File: config.mk
export PLATFORM = sky130hd
export DESIGN_NAME = least_refcount_slot_allocator
export DESIGN_NICKNAME = d
export VERILOG_FILES = /design/src/rtl/core/lrsa_pkg.sv /design/src/rtl/core/lrsa_slot_store.sv /design/src/rtl/core/lrsa_run_scan.sv /design/src/rtl/core/lrsa_seq.sv /design/src/rtl/core/least_refcount_slot_allocator.sv
export SDC_FILE = /design/constraint.sdc
export NUM_CORES = 2
export LEC_CHECK = 0
export BUFFER_PORTS_ARGS = -buffer_cell sky130_fd_sc_hd__buf_2
export CORE_MARGIN = 2
export CORE_UTILIZATION = 40
export DETAILED_ROUTE_END_ITERATION = 6
export HOLD_SLACK_MARGIN = 0.08
export PLACE_DENSITY = 0.67
export SYNTH_ARGS = -nofsm -noshare
export SYNTH_HDL_FRONTEND = slang
export SYNTH_SLANG_ARGS = --single-unit
File: constraint.sdc
create_clock -name i_clk -period 12.2 [get_ports i_clk]
set_clock_uncertainty 0.05 [all_clocks]
set_input_delay 1.22 -clock i_clk [delete_from_list [all_inputs] [get_ports i_clk]]
set_output_delay 1.22 -clock i_clk [all_outputs]
set_load 0.01 [all_outputs]
File: src/rtl/core/lrsa_pkg.sv
`timescale 1ns / 1ps
`default_nettype none
// ----------------------------------------------------------------------------
// Least-refcount slot allocator package
// Shared constants, result codes, sequencer states and inter-module structs.
// ----------------------------------------------------------------------------
package lrsa_pkg;

    localparam int NUM_SLOTS  = 32;
    localparam int KEY_BITS   = 16;
    localparam int COUNT_BITS = 16;

    localparam int SLOT_W = $clog2(NUM_SLOTS);
    localparam int LEN_W  = $clog2(NUM_SLOTS + 1);

    localparam int IDX_FIELD_W = 5;
    localparam int KEY_FIELD_W = 16;
    localparam int CNT_FIELD_W = 16;
    localparam int REQ_W       = 6;
    localparam int KIND_W      = 2;
    localparam int START_W     = 5;
    localparam int RUN_W       = 6;

    localparam logic MODE_WRITE = 1'b0;
    localparam logic MODE_ALLOC = 1'b1;

    typedef enum logic [KIND_W-1:0] {
        KIND_EVICT    = 2'd0,
        KIND_ALLOC    = 2'd1,
        KIND_TOO_LONG = 2'd2
    } t_kind;

    typedef enum logic [2:0] {
        S_IDLE,
        S_SCAN,
        S_DRAIN,
        S_DECIDE,
        S_EV_OUT,
        S_FIN_OUT
    } t_seq_state;

    typedef struct packed {
        logic                  en;
        logic [SLOT_W-1:0]     idx;
        logic                  valid;
        logic [KEY_BITS-1:0]   key;
        logic [COUNT_BITS-1:0] cnt;
    } t_slot_wr;

    typedef struct packed {
        logic              en;
        logic [SLOT_W-1:0] idx;
    } t_rd_req;

    typedef struct packed {
        logic                  en;
        logic [SLOT_W-1:0]     idx;
        logic                  valid;
        logic [KEY_BITS-1:0]   key;
        logic [COUNT_BITS-1:0] cnt;
    } t_slot_rd;

    typedef struct packed {
        logic              en;
        logic [SLOT_W-1:0] start;
        logic [LEN_W-1:0]  len;
    } t_evict;

    typedef struct packed {
        logic              win_found;
        logic [SLOT_W-1:0] win_start;
        logic              best_found;
        logic [SLOT_W-1:0] best_start;
        logic [LEN_W-1:0]  best_len;
    } t_scan_res;

endpackage
`default_nettype wire

File: src/rtl/core/lrsa_slot_store.sv
`timescale 1ns / 1ps
`default_nettype none
// ----------------------------------------------------------------------------
// Slot store
// Valid flags in flip-flops, key and count memories with one registered read
// port, and a range clear of the valid flags for an eviction.
// ----------------------------------------------------------------------------
module lrsa_slot_store import lrsa_pkg::*; (
    input  wire logic     i_clk,
    input  wire logic     i_rst_n,
    input  wire t_slot_wr i_wr,
    input  wire t_evict   i_evict,
    input  wire t_rd_req  i_rd,
    output t_slot_rd      o_rd
);

    logic [NUM_SLOTS-1:0]  r_valid;
    logic [NUM_SLOTS-1:0]  clr_mask;
    logic [KEY_BITS-1:0]   mem_key [NUM_SLOTS];
    logic [COUNT_BITS-1:0] mem_cnt [NUM_SLOTS];
    logic                  r_rd_en;
    logic [SLOT_W-1:0]     r_rd_idx;
    logic                  r_rd_valid;
    logic [KEY_BITS-1:0]   r_rd_key;
    logic [COUNT_BITS-1:0] r_rd_cnt;
    logic [LEN_W:0]        lo;
    logic [LEN_W:0]        hi;

    always_comb begin
        lo = (LEN_W+1)'(i_evict.start);
        hi = lo + (LEN_W+1)'(i_evict.len);
        for (int i = 0; i < NUM_SLOTS; i++) begin
            clr_mask[i] = ((LEN_W+1)'(i) >= lo) && ((LEN_W+1)'(i) < hi);
        end
    end

    always_ff @(posedge i_clk) begin
        if (!i_rst_n) begin
            r_valid <= '0;
        end else if (i_wr.en) begin
            r_valid[i_wr.idx] <= i_wr.valid;
        end else if (i_evict.en) begin
            r_valid <= r_valid & ~clr_mask;
        end
    end

    always_ff @(posedge i_clk) begin
        if (i_wr.en) begin
            mem_key[i_wr.idx] <= i_wr.key;
            mem_cnt[i_wr.idx] <= i_wr.cnt;
        end
    end

    always_ff @(posedge i_clk) begin
        r_rd_key   <= mem_key[i_rd.idx];
        r_rd_cnt   <= mem_cnt[i_rd.idx];
        r_rd_valid <= r_valid[i_rd.idx];
        r_rd_idx   <= i_rd.idx;
    end

    always_ff @(posedge i_clk) begin
        if (!i_rst_n) begin
            r_rd_en <= 1'b0;
        end else begin
            r_rd_en <= i_rd.en;
        end
    end

    assign o_rd.en    = r_rd_en;
    assign o_rd.idx   = r_rd_idx;
    assign o_rd.valid = r_rd_valid;
    assign o_rd.key   = r_rd_key;
    assign o_rd.cnt   = r_rd_cnt;

endmodule
`default_nettype wire

File: src/rtl/core/lrsa_run_scan.sv
`timescale 1ns / 1ps
`default_nettype none
// ----------------------------------------------------------------------------
// Run scan unit
// Takes one slot per cycle in ascending order and tracks the lowest free
// window of the requested length and the run with the smallest count.
// ----------------------------------------------------------------------------
module lrsa_run_scan import lrsa_pkg::*; (
    input  wire logic             i_clk,
    input  wire logic             i_rst_n,
    input  wire logic             i_clr,
    input  wire logic [LEN_W-1:0] i_req,
    input  wire t_slot_rd         i_slot,
    output t_scan_res             o_res
);

    logic                  r_win_found;
    logic [SLOT_W-1:0]     r_win_start;
    logic [LEN_W-1:0]      r_avail;
    logic                  r_prev_valid;
    logic [KEY_BITS-1:0]   r_prev_key;
    logic                  r_best_found;
    logic [COUNT_BITS-1:0] r_best_cnt;
    logic [SLOT_W-1:0]     r_best_start;
    logic [LEN_W-1:0]      r_best_len;
    logic                  r_track;

    logic                  cont;
    logic                  run_start;
    logic                  better;
    logic [LEN_W-1:0]      avail_inc;
    logic [LEN_W:0]        win_calc;

    always_comb begin
        cont      = i_slot.valid && r_prev_valid && (i_slot.key == r_prev_key);
        run_start = i_slot.valid && !cont;
        better    = !r_best_found || (i_slot.cnt < r_best_cnt);
        avail_inc = r_avail + LEN_W'(1);
        win_calc  = (LEN_W+1)'(i_slot.idx) + (LEN_W+1)'(1) - (LEN_W+1)'(i_req);
    end

    always_ff @(posedge i_clk) begin
        if (!i_rst_n || i_clr) begin
            r_win_found  <= 1'b0;
            r_win_start  <= '0;
            r_avail      <= '0;
            r_prev_valid <= 1'b0;
            r_prev_key   <= '0;
            r_best_found <= 1'b0;
            r_best_cnt   <= '0;
            r_best_start <= '0;
            r_best_len   <= '0;
            r_track      <= 1'b0;
        end else if (i_slot.en) begin
            r_prev_valid <= i_slot.valid;
            r_prev_key   <= i_slot.key;
            if (!r_win_found) begin
                if (i_slot.valid) begin
                    r_avail <= '0;
                end else begin
                    r_avail <= avail_inc;
                    if (avail_inc == i_req) begin
                        r_win_found <= 1'b1;
                        r_win_start <= SLOT_W'(win_calc);
                    end
                end
            end
            if (run_start && better) begin
                r_best_found <= 1'b1;
                r_best_cnt   <= i_slot.cnt;
                r_best_start <= i_slot.idx;
                r_best_len   <= LEN_W'(1);
                r_track      <= 1'b1;
            end else if (cont) begin
                if (r_track) begin
                    r_best_len <= r_best_len + LEN_W'(1);
                end
            end else begin
                r_track <= 1'b0;
            end
        end
    end

    assign o_res.win_found  = r_win_found;
    assign o_res.win_start  = r_win_start;
    assign o_res.best_found = r_best_found;
    assign o_res.best_start = r_best_start;
    assign o_res.best_len   = r_best_len;

endmodule
`default_nettype wire

File: src/rtl/core/lrsa_seq.sv
`timescale 1ns / 1ps
`default_nettype none
// ----------------------------------------------------------------------------
// Allocation sequencer
// Accepts items, writes slots, runs scan passes, issues evictions and holds
// the result register and the write-back configuration bit.
// ----------------------------------------------------------------------------
module lrsa_seq import lrsa_pkg::*; (
    input  wire logic                   i_clk,
    input  wire logic                   i_rst_n,
    input  wire logic                   i_in_valid,
    output logic                        o_in_ready,
    input  wire logic                   i_mode,
    input  wire logic [IDX_FIELD_W-1:0] i_slot_index,
    input  wire logic                   i_new_valid,
    input  wire logic [KEY_FIELD_W-1:0] i_new_key,
    input  wire logic [CNT_FIELD_W-1:0] i_new_refcount,
    input  wire logic [REQ_W-1:0]       i_requested_slots,
    output logic                        o_out_valid,
    input  wire logic                   i_out_ready,
    output logic [KIND_W-1:0]           o_kind,
    output logic [START_W-1:0]          o_start_slot,
    output logic [RUN_W-1:0]            o_run_length,
    output logic                        o_last,
    input  wire logic                   i_cfg_we,
    input  wire logic                   i_cfg_wdata,
    output t_slot_wr                    o_wr,
    output t_evict                      o_evict,
    output t_rd_req                     o_rd,
    output logic                        o_clr,
    output logic [LEN_W-1:0]            o_req,
    input  wire t_scan_res              i_res
);

    t_seq_state           r_state, n_state;
    logic [SLOT_W-1:0]    r_idx, n_idx;
    logic [LEN_W-1:0]     r_req, n_req;
    logic                 r_out_valid, n_out_valid;
    t_kind                r_kind, n_kind;
    logic [START_W-1:0]   r_start, n_start;
    logic [RUN_W-1:0]     r_len, n_len;
    logic                 r_last, n_last;
    logic                 r_write_back;
    logic                 out_acc;

    always_ff @(posedge i_clk) begin
        if (!i_rst_n) begin
            r_state      <= S_IDLE;
            r_out_valid  <= 1'b0;
            r_write_back <= 1'b1;
        end else begin
            r_state     <= n_state;
            r_out_valid <= n_out_valid;
            if (i_cfg_we) begin
                r_write_back <= i_cfg_wdata;
            end
        end
    end

    always_ff @(posedge i_clk) begin
        r_idx   <= n_idx;
        r_req   <= n_req;
        r_kind  <= n_kind;
        r_start <= n_start;
        r_len   <= n_len;
        r_last  <= n_last;
    end

    always_comb begin
        n_state     = r_state;
        n_idx       = r_idx;
        n_req       = r_req;
        n_out_valid = r_out_valid;
        n_kind      = r_kind;
        n_start     = r_start;
        n_len       = r_len;
        n_last      = r_last;
        o_in_ready  = 1'b0;
        o_wr        = '0;
        o_evict     = '0;
        o_rd        = '0;
        o_clr       = 1'b0;
        out_acc     = r_out_valid && i_out_ready;

        case (r_state)
            S_IDLE: begin
                o_in_ready = 1'b1;
                if (i_in_valid) begin
                    if (i_mode == MODE_WRITE) begin
                        o_wr.en    = (32'(i_slot_index) < NUM_SLOTS);
                        o_wr.idx   = SLOT_W'(i_slot_index);
                        o_wr.valid = i_new_valid;
                        o_wr.key   = KEY_BITS'(i_new_key);
                        o_wr.cnt   = COUNT_BITS'(i_new_refcount);
                    end else if (i_requested_slots == '0) begin
                        n_out_valid = 1'b1;
                        n_kind      = KIND_ALLOC;
                        n_start     = '0;
                        n_len       = '0;
                        n_last      = 1'b1;
                        n_state     = S_FIN_OUT;
                    end else if (32'(i_requested_slots) > NUM_SLOTS) begin
                        n_out_valid = 1'b1;
                        n_kind      = KIND_TOO_LONG;
                        n_start     = '0;
                        n_len       = '0;
                        n_last      = 1'b1;
                        n_state     = S_FIN_OUT;
                    end else begin
                        n_req   = LEN_W'(i_requested_slots);
                        o_clr   = 1'b1;
                        n_idx   = '0;
                        n_state = S_SCAN;
                    end
                end
            end
            S_SCAN: begin
                if (i_res.win_found) begin
                    n_state = S_DECIDE;
                end else begin
                    o_rd.en  = 1'b1;
                    o_rd.idx = r_idx;
                    if (r_idx == SLOT_W'(NUM_SLOTS - 1)) begin
                        n_state = S_DRAIN;
                    end else begin
                        n_idx = r_idx + SLOT_W'(1);
                    end
                end
            end
            S_DRAIN: begin
                n_state = S_DECIDE;
            end
            S_DECIDE: begin
                if (i_res.win_found) begin
                    n_out_valid = 1'b1;
                    n_kind      = KIND_ALLOC;
                    n_start     = START_W'(i_res.win_start);
                    n_len       = RUN_W'(r_req);
                    n_last      = 1'b1;
                    n_state     = S_FIN_OUT;
                end else if (i_res.best_found) begin
                    o_evict.en    = 1'b1;
                    o_evict.start = i_res.best_start;
                    o_evict.len   = i_res.best_len;
                    if (r_write_back) begin
                        n_out_valid = 1'b1;
                        n_kind      = KIND_EVICT;
                        n_start     = START_W'(i_res.best_start);
                        n_len       = RUN_W'(i_res.best_len);
                        n_last      = 1'b0;
                        n_state     = S_EV_OUT;
                    end else begin
                        o_clr   = 1'b1;
                        n_idx   = '0;
                        n_state = S_SCAN;
                    end
                end else begin
                    n_out_valid = 1'b1;
                    n_kind      = KIND_TOO_LONG;
                    n_start     = '0;
                    n_len       = '0;
                    n_last      = 1'b1;
                    n_state     = S_FIN_OUT;
                end
            end
            S_EV_OUT: begin
                if (out_acc) begin
                    n_out_valid = 1'b0;
                    o_clr       = 1'b1;
                    n_idx       = '0;
                    n_state     = S_SCAN;
                end
            end
            S_FIN_OUT: begin
                if (out_acc) begin
                    n_out_valid = 1'b0;
                    n_state     = S_IDLE;
                end
            end
            default: begin
                n_state     = S_IDLE;
                n_out_valid = 1'b0;
            end
        endcase
    end

    assign o_req        = r_req;
    assign o_out_valid  = r_out_valid;
    assign o_kind       = r_kind;
    assign o_start_slot = r_start;
    assign o_run_length = r_len;
    assign o_last       = r_last;

endmodule
`default_nettype wire

File: src/rtl/core/least_refcount_slot_allocator.sv
`timescale 1ns / 1ps
`default_nettype none
// A write item is taken in the idle state and the block is ready again in the next cycle.
// An allocate item runs scan passes (one slot per cycle through the memory read
// port), one pass per eviction plus a final one, and output stalls hold it up
// further.
// Reset is synchronous: all slots become invalid and write-back is enabled.
// The key and count memories are not cleared; only the keys and counts of valid slots are ever used.
// ----------------------------------------------------------------------------
// Least-refcount slot allocator
// Allocates contiguous free slots in one bucket, evicting the run with the
// smallest reference count until a window of the requested length is free.
// ----------------------------------------------------------------------------
module least_refcount_slot_allocator import lrsa_pkg::*; (
    input  wire logic                   i_clk,
    input  wire logic                   i_rst_n,
    input  wire logic                   i_in_valid,
    output logic                        o_in_ready,
    input  wire logic                   i_mode,
    input  wire logic [IDX_FIELD_W-1:0] i_slot_index,
    input  wire logic                   i_new_valid,
    input  wire logic [KEY_FIELD_W-1:0] i_new_key,
    input  wire logic [CNT_FIELD_W-1:0] i_new_refcount,
    input  wire logic [REQ_W-1:0]       i_requested_slots,
    output logic                        o_out_valid,
    input  wire logic                   i_out_ready,
    output logic [KIND_W-1:0]           o_kind,
    output logic [START_W-1:0]          o_start_slot,
    output logic [RUN_W-1:0]            o_run_length,
    output logic                        o_last,
    input  wire logic                   i_cfg_we,
    input  wire logic                   i_cfg_wdata
);

    t_slot_wr         wr;
    t_evict           evict;
    t_rd_req          rd;
    t_slot_rd         slot;
    t_scan_res        res;
    logic             clr;
    logic [LEN_W-1:0] req;

    lrsa_slot_store u_store (
        .i_clk   (i_clk),
        .i_rst_n (i_rst_n),
        .i_wr    (wr),
        .i_evict (evict),
        .i_rd    (rd),
        .o_rd    (slot)
    );

    lrsa_run_scan u_scan (
        .i_clk   (i_clk),
        .i_rst_n (i_rst_n),
        .i_clr   (clr),
        .i_req   (req),
        .i_slot  (slot),
        .o_res   (res)
    );

    lrsa_seq u_seq (
        .i_clk             (i_clk),
        .i_rst_n           (i_rst_n),
        .i_in_valid        (i_in_valid),
        .o_in_ready        (o_in_ready),
        .i_mode            (i_mode),
        .i_slot_index      (i_slot_index),
        .i_new_valid       (i_new_valid),
        .i_new_key         (i_new_key),
        .i_new_refcount    (i_new_refcount),
        .i_requested_slots (i_requested_slots),
        .o_out_valid       (o_out_valid),
        .i_out_ready       (i_out_ready),
        .o_kind            (o_kind),
        .o_start_slot      (o_start_slot),
        .o_run_length      (o_run_length),
        .o_last            (o_last),
        .i_cfg_we          (i_cfg_we),
        .i_cfg_wdata       (i_cfg_wdata),
        .o_wr              (wr),
        .o_evict           (evict),
        .o_rd              (rd),
        .o_clr             (clr),
        .o_req             (req),
        .i_res             (res)
    );

endmodule
`default_nettype wire

======== After elaboration in Yosys (flattened, before gate mapping) ========
Memory sizes are Yosys's and may differ from the RTL's. A register that Yosys moved wholly into a read port is not among the register bits.
Index checks and enable logic that the tools add are counted.
storage, ports and cells
  input port bits ......................... 51
  RAM bits ................................ 1024
  bits in registers ....................... 127
  memories kept ........................... 2
  output and inout bits ................... 16
  logic and storage cells ................. 288
cells by class
  eq/ne operators ......................... 24
  order comparisons ....................... 68
  reductions and logical operators ........ 62
  bitwise operators ....................... 7
  add/sub/neg operators ................... 6
  muxes and demuxes ....................... 96
memories
  memory           words  bits a word  rd ports  clocked after Yosys merged registers in  write ports  RTL line               source
  u_store.mem_cnt  32     16           1         1                                        1            lrsa_slot_store.sv:20  logic [COUNT_BITS-1:0] mem_cnt [NUM_SLOTS];
  u_store.mem_key  32     16           1         1                                        1            lrsa_slot_store.sv:19  logic [KEY_BITS-1:0] mem_key [NUM_SLOTS];
operators by type and width
  operator                                                           count
  2-to-1 mux 39 bit                                                  3
  < comparator 5 x 7 -> 1 bit (first input constant)                 16
  2-to-1 mux 5 bit                                                   18
  greater-or-equal comparator 5 bit (first input constant)           15
  2-to-1 mux 6 bit                                                   12
  2-to-1 mux 32 bit                                                  2
  < comparator 4 x 7 -> 1 bit (first input constant)                 8
  greater-or-equal comparator 4 x 5 -> 1 bit (first input constant)  8
  logical AND 1 bit                                                  37
  2-to-1 mux 12 bit                                                  3
  2-to-1 mux 3 bit                                                   11
  bitwise AND 32 bit                                                 1
  bitwise mux 32 bit                                                 1
  NOT 32 bit                                                         1
  2-to-1 mux 1 bit                                                   29
  < comparator 3 x 7 -> 1 bit (first input constant)                 4
  greater-or-equal comparator 3 x 5 -> 1 bit (first input constant)  4
  inequality test 2 bit (second input constant)                      10
  one-hot mux 5 bit (4 select lines)                                 1
  one-hot mux 3 bit (6 select lines)                                 1
  == test 16 bit                                                     1
  < comparator 16 bit                                                1
  AND reduction 5 bit                                                3
  < comparator 1 x 7 -> 1 bit (first input constant)                 2
  41 further kinds                                                   71

======== Logic depth before layout (Yosys ltp) ========
  depth after elaboration ................. 10
  depth in mapped cells ................... 17

======== Cells and area by module ========
Synthesis repeated with hierarchy kept, for this count alone.
second synthesis, totals
  cells, all modules ...................... 2381
  area total of the unflattened synthesis .. 47155.2 um^2
by module, submodules not included
  module           area an instance (um^2)  times used  sequential area each (um^2)  cells an instance
  lrsa_slot_store  42226.7                  1           32170.9                      1852
  lrsa_run_scan    3160.5                   1           1161.1                       354
  lrsa_seq         1767.9                   1           850.8                        175

======== Worst setup path before layout ========
No wires, ideal clock.
  path kind ............................... input -> register
  start point ............................. input port i_mode
  end point ............................... register u_store.r_valid[7]
  stages .................................. 7
  setup slack ............................. 7.277 ns
  data arrival time ....................... 4.767 ns
  buffers on the path ..................... 1
  path through ............................ nor4_4 -> and2_1 -> buf_4 -> nand2_1 -> nor3_1 -> nor2_1 -> a2111oi_2
between the ends
  word-level cells in the longest chain between the ends .. 9
ends and longest elaborated chain
  element                                                                                                          RTL line                             source
  from (decl)                                                                                                      least_refcount_slot_allocator.sv:19  input wire logic i_mode,
  2-to-1 mux 39 bit (*)                                                                                            lrsa_seq.sv:89                       if (i_mode == MODE_WRITE) begin
  2-to-1 mux 39 bit (*)                                                                                            lrsa_seq.sv:88                       if (i_in_valid) begin
  2-to-1 mux 39 bit (*)                                                                                            lrsa_seq.sv:85                       case (r_state)
  < comparator 5 x 6 -> 1 bit (implied by the code) or greater-or-equal comparator 5 x 1 -> 1 bit (tied branches)  lrsa_slot_store.sv:41                r_valid[i_wr.idx] <= i_wr.valid;
  logical AND 1 bit (implied by the code)                                                                          lrsa_slot_store.sv:41
  2-to-1 mux 1 bit (implied by the code)                                                                           lrsa_slot_store.sv:41
  demux 1 bit (select 5 bit)                                                                                       -
  bitwise mux 32 bit                                                                                               lrsa_slot_store.sv:41
  2-to-1 mux 32 bit                                                                                                lrsa_slot_store.sv:40                end else if (i_wr.en) begin
  to (signal, indexed assignment)                                                                                  lrsa_slot_store.sv:41
  to (signal assigned)                                                                                             lrsa_slot_store.sv:43                r_valid <= r_valid & ~clr_mask;
  to (decl)                                                                                                        lrsa_slot_store.sv:17                logic [NUM_SLOTS-1:0] r_valid;
Every way passes the cells marked *; elsewhere a longest branch is shown, timed or not.
A chain may end at the register's enable or synchronous reset.

======== Worst setup path in the final report ========
  start point ............................. register u_seq.r_state[2]
  end point ............................... register u_store.r_valid[10]
between the ends
  word-level cells in the longest chain between the ends .. 9
ends and longest elaborated chain
  element                      RTL line               source
  from (decl)                  lrsa_seq.sv:35         t_seq_state r_state, n_state;
  from (signal assigned)       lrsa_seq.sv:52         r_state <= n_state;
  == test 3 x 2 -> 1 bit       lrsa_seq.sv:85
  2-to-1 mux 12 bit            lrsa_seq.sv:85
  adder 5 x 6 -> 7 bit         lrsa_slot_store.sv:31  hi = lo + (LEN_W+1)'(i_evict.len);
  < comparator 4 x 7 -> 1 bit  lrsa_slot_store.sv:33  clr_mask[i] = ((LEN_W+1)'(i) >= lo) && ((LEN_W+1)'(i) < hi);
  logical AND 1 bit            lrsa_slot_store.sv:33
  NOT 32 bit                   lrsa_slot_store.sv:43
  bitwise AND 32 bit           lrsa_slot_store.sv:43
  2-to-1 mux 32 bit            lrsa_slot_store.sv:42  end else if (i_evict.en) begin
  2-to-1 mux 32 bit            lrsa_slot_store.sv:40
Parallel ways exist; a longest one is shown, timed or not. The select of a mux whose other input is x is not followed.

==> flow_metrics.env <==
export IMPL_numClockSinks=1183
export IMPL_dr_pass1_iters=6
export IMPL_wire_per_inst_um=23.60
export IMPL_synth_cells=3763
export IMPL_p_int_w=0.007348
export IMPL_use_met1_pct=29.46
export IMPL_synth_area_mm2=0.04878
export IMPL_overflow=0
export IMPL_die_area_mm2=0.1248
export IMPL_drc_errors=0
export IMPL_hold_depth=2
export IMPL_place_congestion=0.9238
export IMPL_worstPathMaxFanout=24
export IMPL_synthXorXnorAreaFrac_pct=0.8003
export IMPL_drt_initial_drc_count=4114
export IMPL_cts_tree="yes"
export IMPL_fillers=10820
export IMPL_yosys_warnings=0
export IMPL_layout_nets=3842
export IMPL_ys_seq_area_share_pct=70.07
export IMPL_rr_worst_depth=12
export IMPL_grt_pass1_wl_um=190200
export IMPL_pwr_share_seq_pct=44.5
export IMPL_mostFrequentLayoutCells="edfxtp_1 (1,049), nand2_1 (863), mux2i_1 (318)"
export IMPL_min_path_type="reg2reg"
export IMPL_grt_pass1_vias=29260
export IMPL_synth_top_cell_area_share_pct=64.58
export IMPL_netSwitchingPower_w=0.003264
export IMPL_routed_via_density=5.637
export IMPL_status="completed"
export IMPL_fin_crit_ps=5013
export IMPL_slew_headroom_pct=14.51
export IMPL_cts_setup_buffers=0
export IMPL_grtUsageMet2_pct=30.77
export IMPL_syn_num_nets=3846
export IMPL_synth_area_mux_share_pct=6.695
export IMPL_arrival_ps=5570
export IMPL_htree_levels=3
export IMPL_final_util_pct=45.00
export IMPL_ys_async_sr_fraction_pct=0
export IMPL_ys_ff_latch=1183
export IMPL_slew_viol_final=0
export IMPL_synth_simple_gate_area_share_pct=13.26
export IMPL_tns_ps=0
export IMPL_synth_area_leaders="edfxtp_1 (65%), nand2_1 (6.6%), mux2i_1 (6.5%), dfxtp_1 (5.5%), nand3_1 (3.0%)"
export IMPL_p_comb_share_pct=22.6
export IMPL_synth_compound_area_share_pct=5.922
export IMPL_vias=30910
export IMPL_antenna_cells=0
export IMPL_synth_top_family_by_area="simple AND/OR/NAND/NOR gates"
export IMPL_required_ps=12760
export IMPL_io_pins=67
export IMPL_p_leak_nw=18.95
export IMPL_cts_made_buffers=111
export IMPL_synth_edff_count=1049
export IMPL_cts_hold_buf=0
export IMPL_port_buffers=66
export IMPL_clock_latency_ps=710
export IMPL_cts_root_buf="clkbuf_16"
export IMPL_maxCapViolCount=0
export IMPL_worstSetupPathType="reg2reg"
export IMPL_clock_path_buffers=3
export IMPL_cts_resized_gates=0
export IMPL_multiInputGateArea_mm2=0.01370
export IMPL_timing_hold_violations_final=0
export IMPL_p_clk_share_pct=32.9
export IMPL_period_share_pct=41.09
export IMPL_fmax_mhz=199.5
export IMPL_path_clk_slew_ps=70
export IMPL_grtUsageTotal_pct=20.22
export IMPL_regArea_mm2=0.03418
export IMPL_wl_um=129400
export IMPL_p_per_area_mw_per_mm2=194.3
export IMPL_core_area_mm2=0.1214
export IMPL_layout_drive_gt1_share_pct=9.305
export IMPL_placementRows=128
export IMPL_area_growth_pct=11.98
export IMPL_grt_setup_unrepaired="no"
export IMPL_ant_nets=0
export IMPL_setup_viol=0
export IMPL_die_x_um=353.2
export IMPL_start_util_pct=40.18
export IMPL_synth_fa_ha_area_share_pct=0.8362
export IMPL_synth_distinct_cells=72
export IMPL_antenna_found_initial=2
export IMPL_grt_use_met3_pct=3.349
export IMPL_synth_ff_type="edfxtp_1"
export IMPL_dp_hpwl_um=67990
export IMPL_grt_max_degree=144
export IMPL_synth_area_per_cell_um2=12.96
export IMPL_yosysTopAreaCell="edfxtp_1"
export IMPL_die_h_um=353.2
export IMPL_cp_start_kind="register"
export IMPL_final_common_cell="edfxtp_1"
export IMPL_worstSetupEndpointType="register"
export IMPL_ir_drop_mv=0.1957
export IMPL_tightest_slew_ps=1282
export IMPL_top_usage_layer="met2"
export IMPL_p_sw_share_pct=30.76
[final cells by class]
class	instances	share of cell area, %
Multi-Input combinational cell	2289	25.09
Inverter	43	0.3138
Clock buffer	152	5.495
Clock inverter	60	1.189
Tap cell	1625	3.722
Sequential cell	1183	62.58
Timing Repair Buffer	131	1.613
[worst max-delay path, stage by stage, from the launching register on]
cell	delay, ps
dfxtp_1	520
and3b_1	590
and2_1	870
nand2_1	480
inv_1	160
ha_1	280
a211o_1	310
a21oi_1	140
a22oi_2	100
mux2_4	380
nor2_1	590
o21ai_1	150
a311oi_1	270
[worst paths after layout]
path                            startpoint                                to  slack (ps)
max reg2reg  u_seq.r_state[2]$_SDFFE_PN0P_  u_store.r_valid[10]$_SDFFE_PN0P_        7190
max          u_seq.r_state[2]$_SDFFE_PN0P_  u_store.r_valid[10]$_SDFFE_PN0P_        7190
min reg2reg    u_scan.r_track$_SDFFE_PP0P_       u_scan.r_track$_SDFFE_PP0P_         420
min            u_scan.r_track$_SDFFE_PP0P_       u_scan.r_track$_SDFFE_PP0P_         420
[cell families (layout without fill, tap and decap cells)]
kind of cell,count (synthesis),in the layout
compound gates,423,423
xor+xnor,43,43
fa+ha+maj,32,32
buf+inv,291,386
flops,1183,1183
mux,325,325
simple gates,1466,1466
[sequential cells by signal, indices dropped and copies added (netlist names), 6 cells and up]
register            cells
u_store.mem_cnt       512
u_store.mem_key       512
u_store.r_valid        32
u_scan.r_best_cnt      16
u_scan.r_prev_key      16
u_store.r_rd_cnt       16
u_store.r_rd_key       16
u_scan.r_avail          6
u_scan.r_best_len       6
u_seq.o_req             6
u_seq.o_run_length      6
[power by group through the flow]
stage	clock (W)	combinational, W	sequential, W
floorplan	0	0.00172	0.00474
global placement	0	0.00236	0.00481
detailed placement	0	0.00238	0.00481
CTS	0.00352	0.00239	0.00473
global route	0.00368	0.00260	0.00473
finish	0.00349	0.00240	0.00472
[cell usage after synthesis, drive strengths merged, types with 2 or more instances]
library cell and n:
a2111oi 5, a211oi 11, a21o 11, a21oi 40, a221o 2, a22o 4
a22oi 5, a311oi 5, a31oi 12, a32oi 2, a41oi 3, and2 12
and3 48, and3b 4, and4 34, buf 75, clkbuf 173, dfxtp 134
edfxtp 1049, ha 31, inv 43, mux2 7, mux2i 318, nand2 865
nand2b 6, nand3 290, nand3b 5, nand4 13, nor2 122, nor2b 10
nor3 36, nor4 9, o2111ai 3, o211ai 141, o21a 4, o21ai 29
o22ai 136, o2bb2ai 2, or2 4, or3 4, xnor2 16, xor2 26
[through the flow]
| stage | instances | hold slack, ps | total power [W] | setup WS (ps) | instance area, µm² |
|---|---|---|---|---|---|
| finish | 5483 | 416.0 | 0.01061 | 7187 | 54620 |
| global route | 5483 | 440.7 | 0.01101 | 6922 | 54620 |
| CTS | 5483 | 410.8 | 0.01064 | 7348 | 54620 |
| detailed placement | 5271 | 401.0 | 0.007192 | 7265 | 50970 |
| global placement | 5271 | 392.2 | 0.007162 | 7295 | 50970 |
| floorplan | 3763 | 381.7 | 0.006464 | 7277 | 48780 |
[routing by layer]
| layer | routed length [µm] | up-vias |
|---|---|---|
| met5 | 0 | - |
| met4 | 3833 | 0 |
| met3 | 11070 | 239 |
| met2 | 57950 | 1473 |
| met1 | 56560 | 15300 |
| li1 | - | 13890 |
No activity file was read; power rests on OpenSTA's default activity.
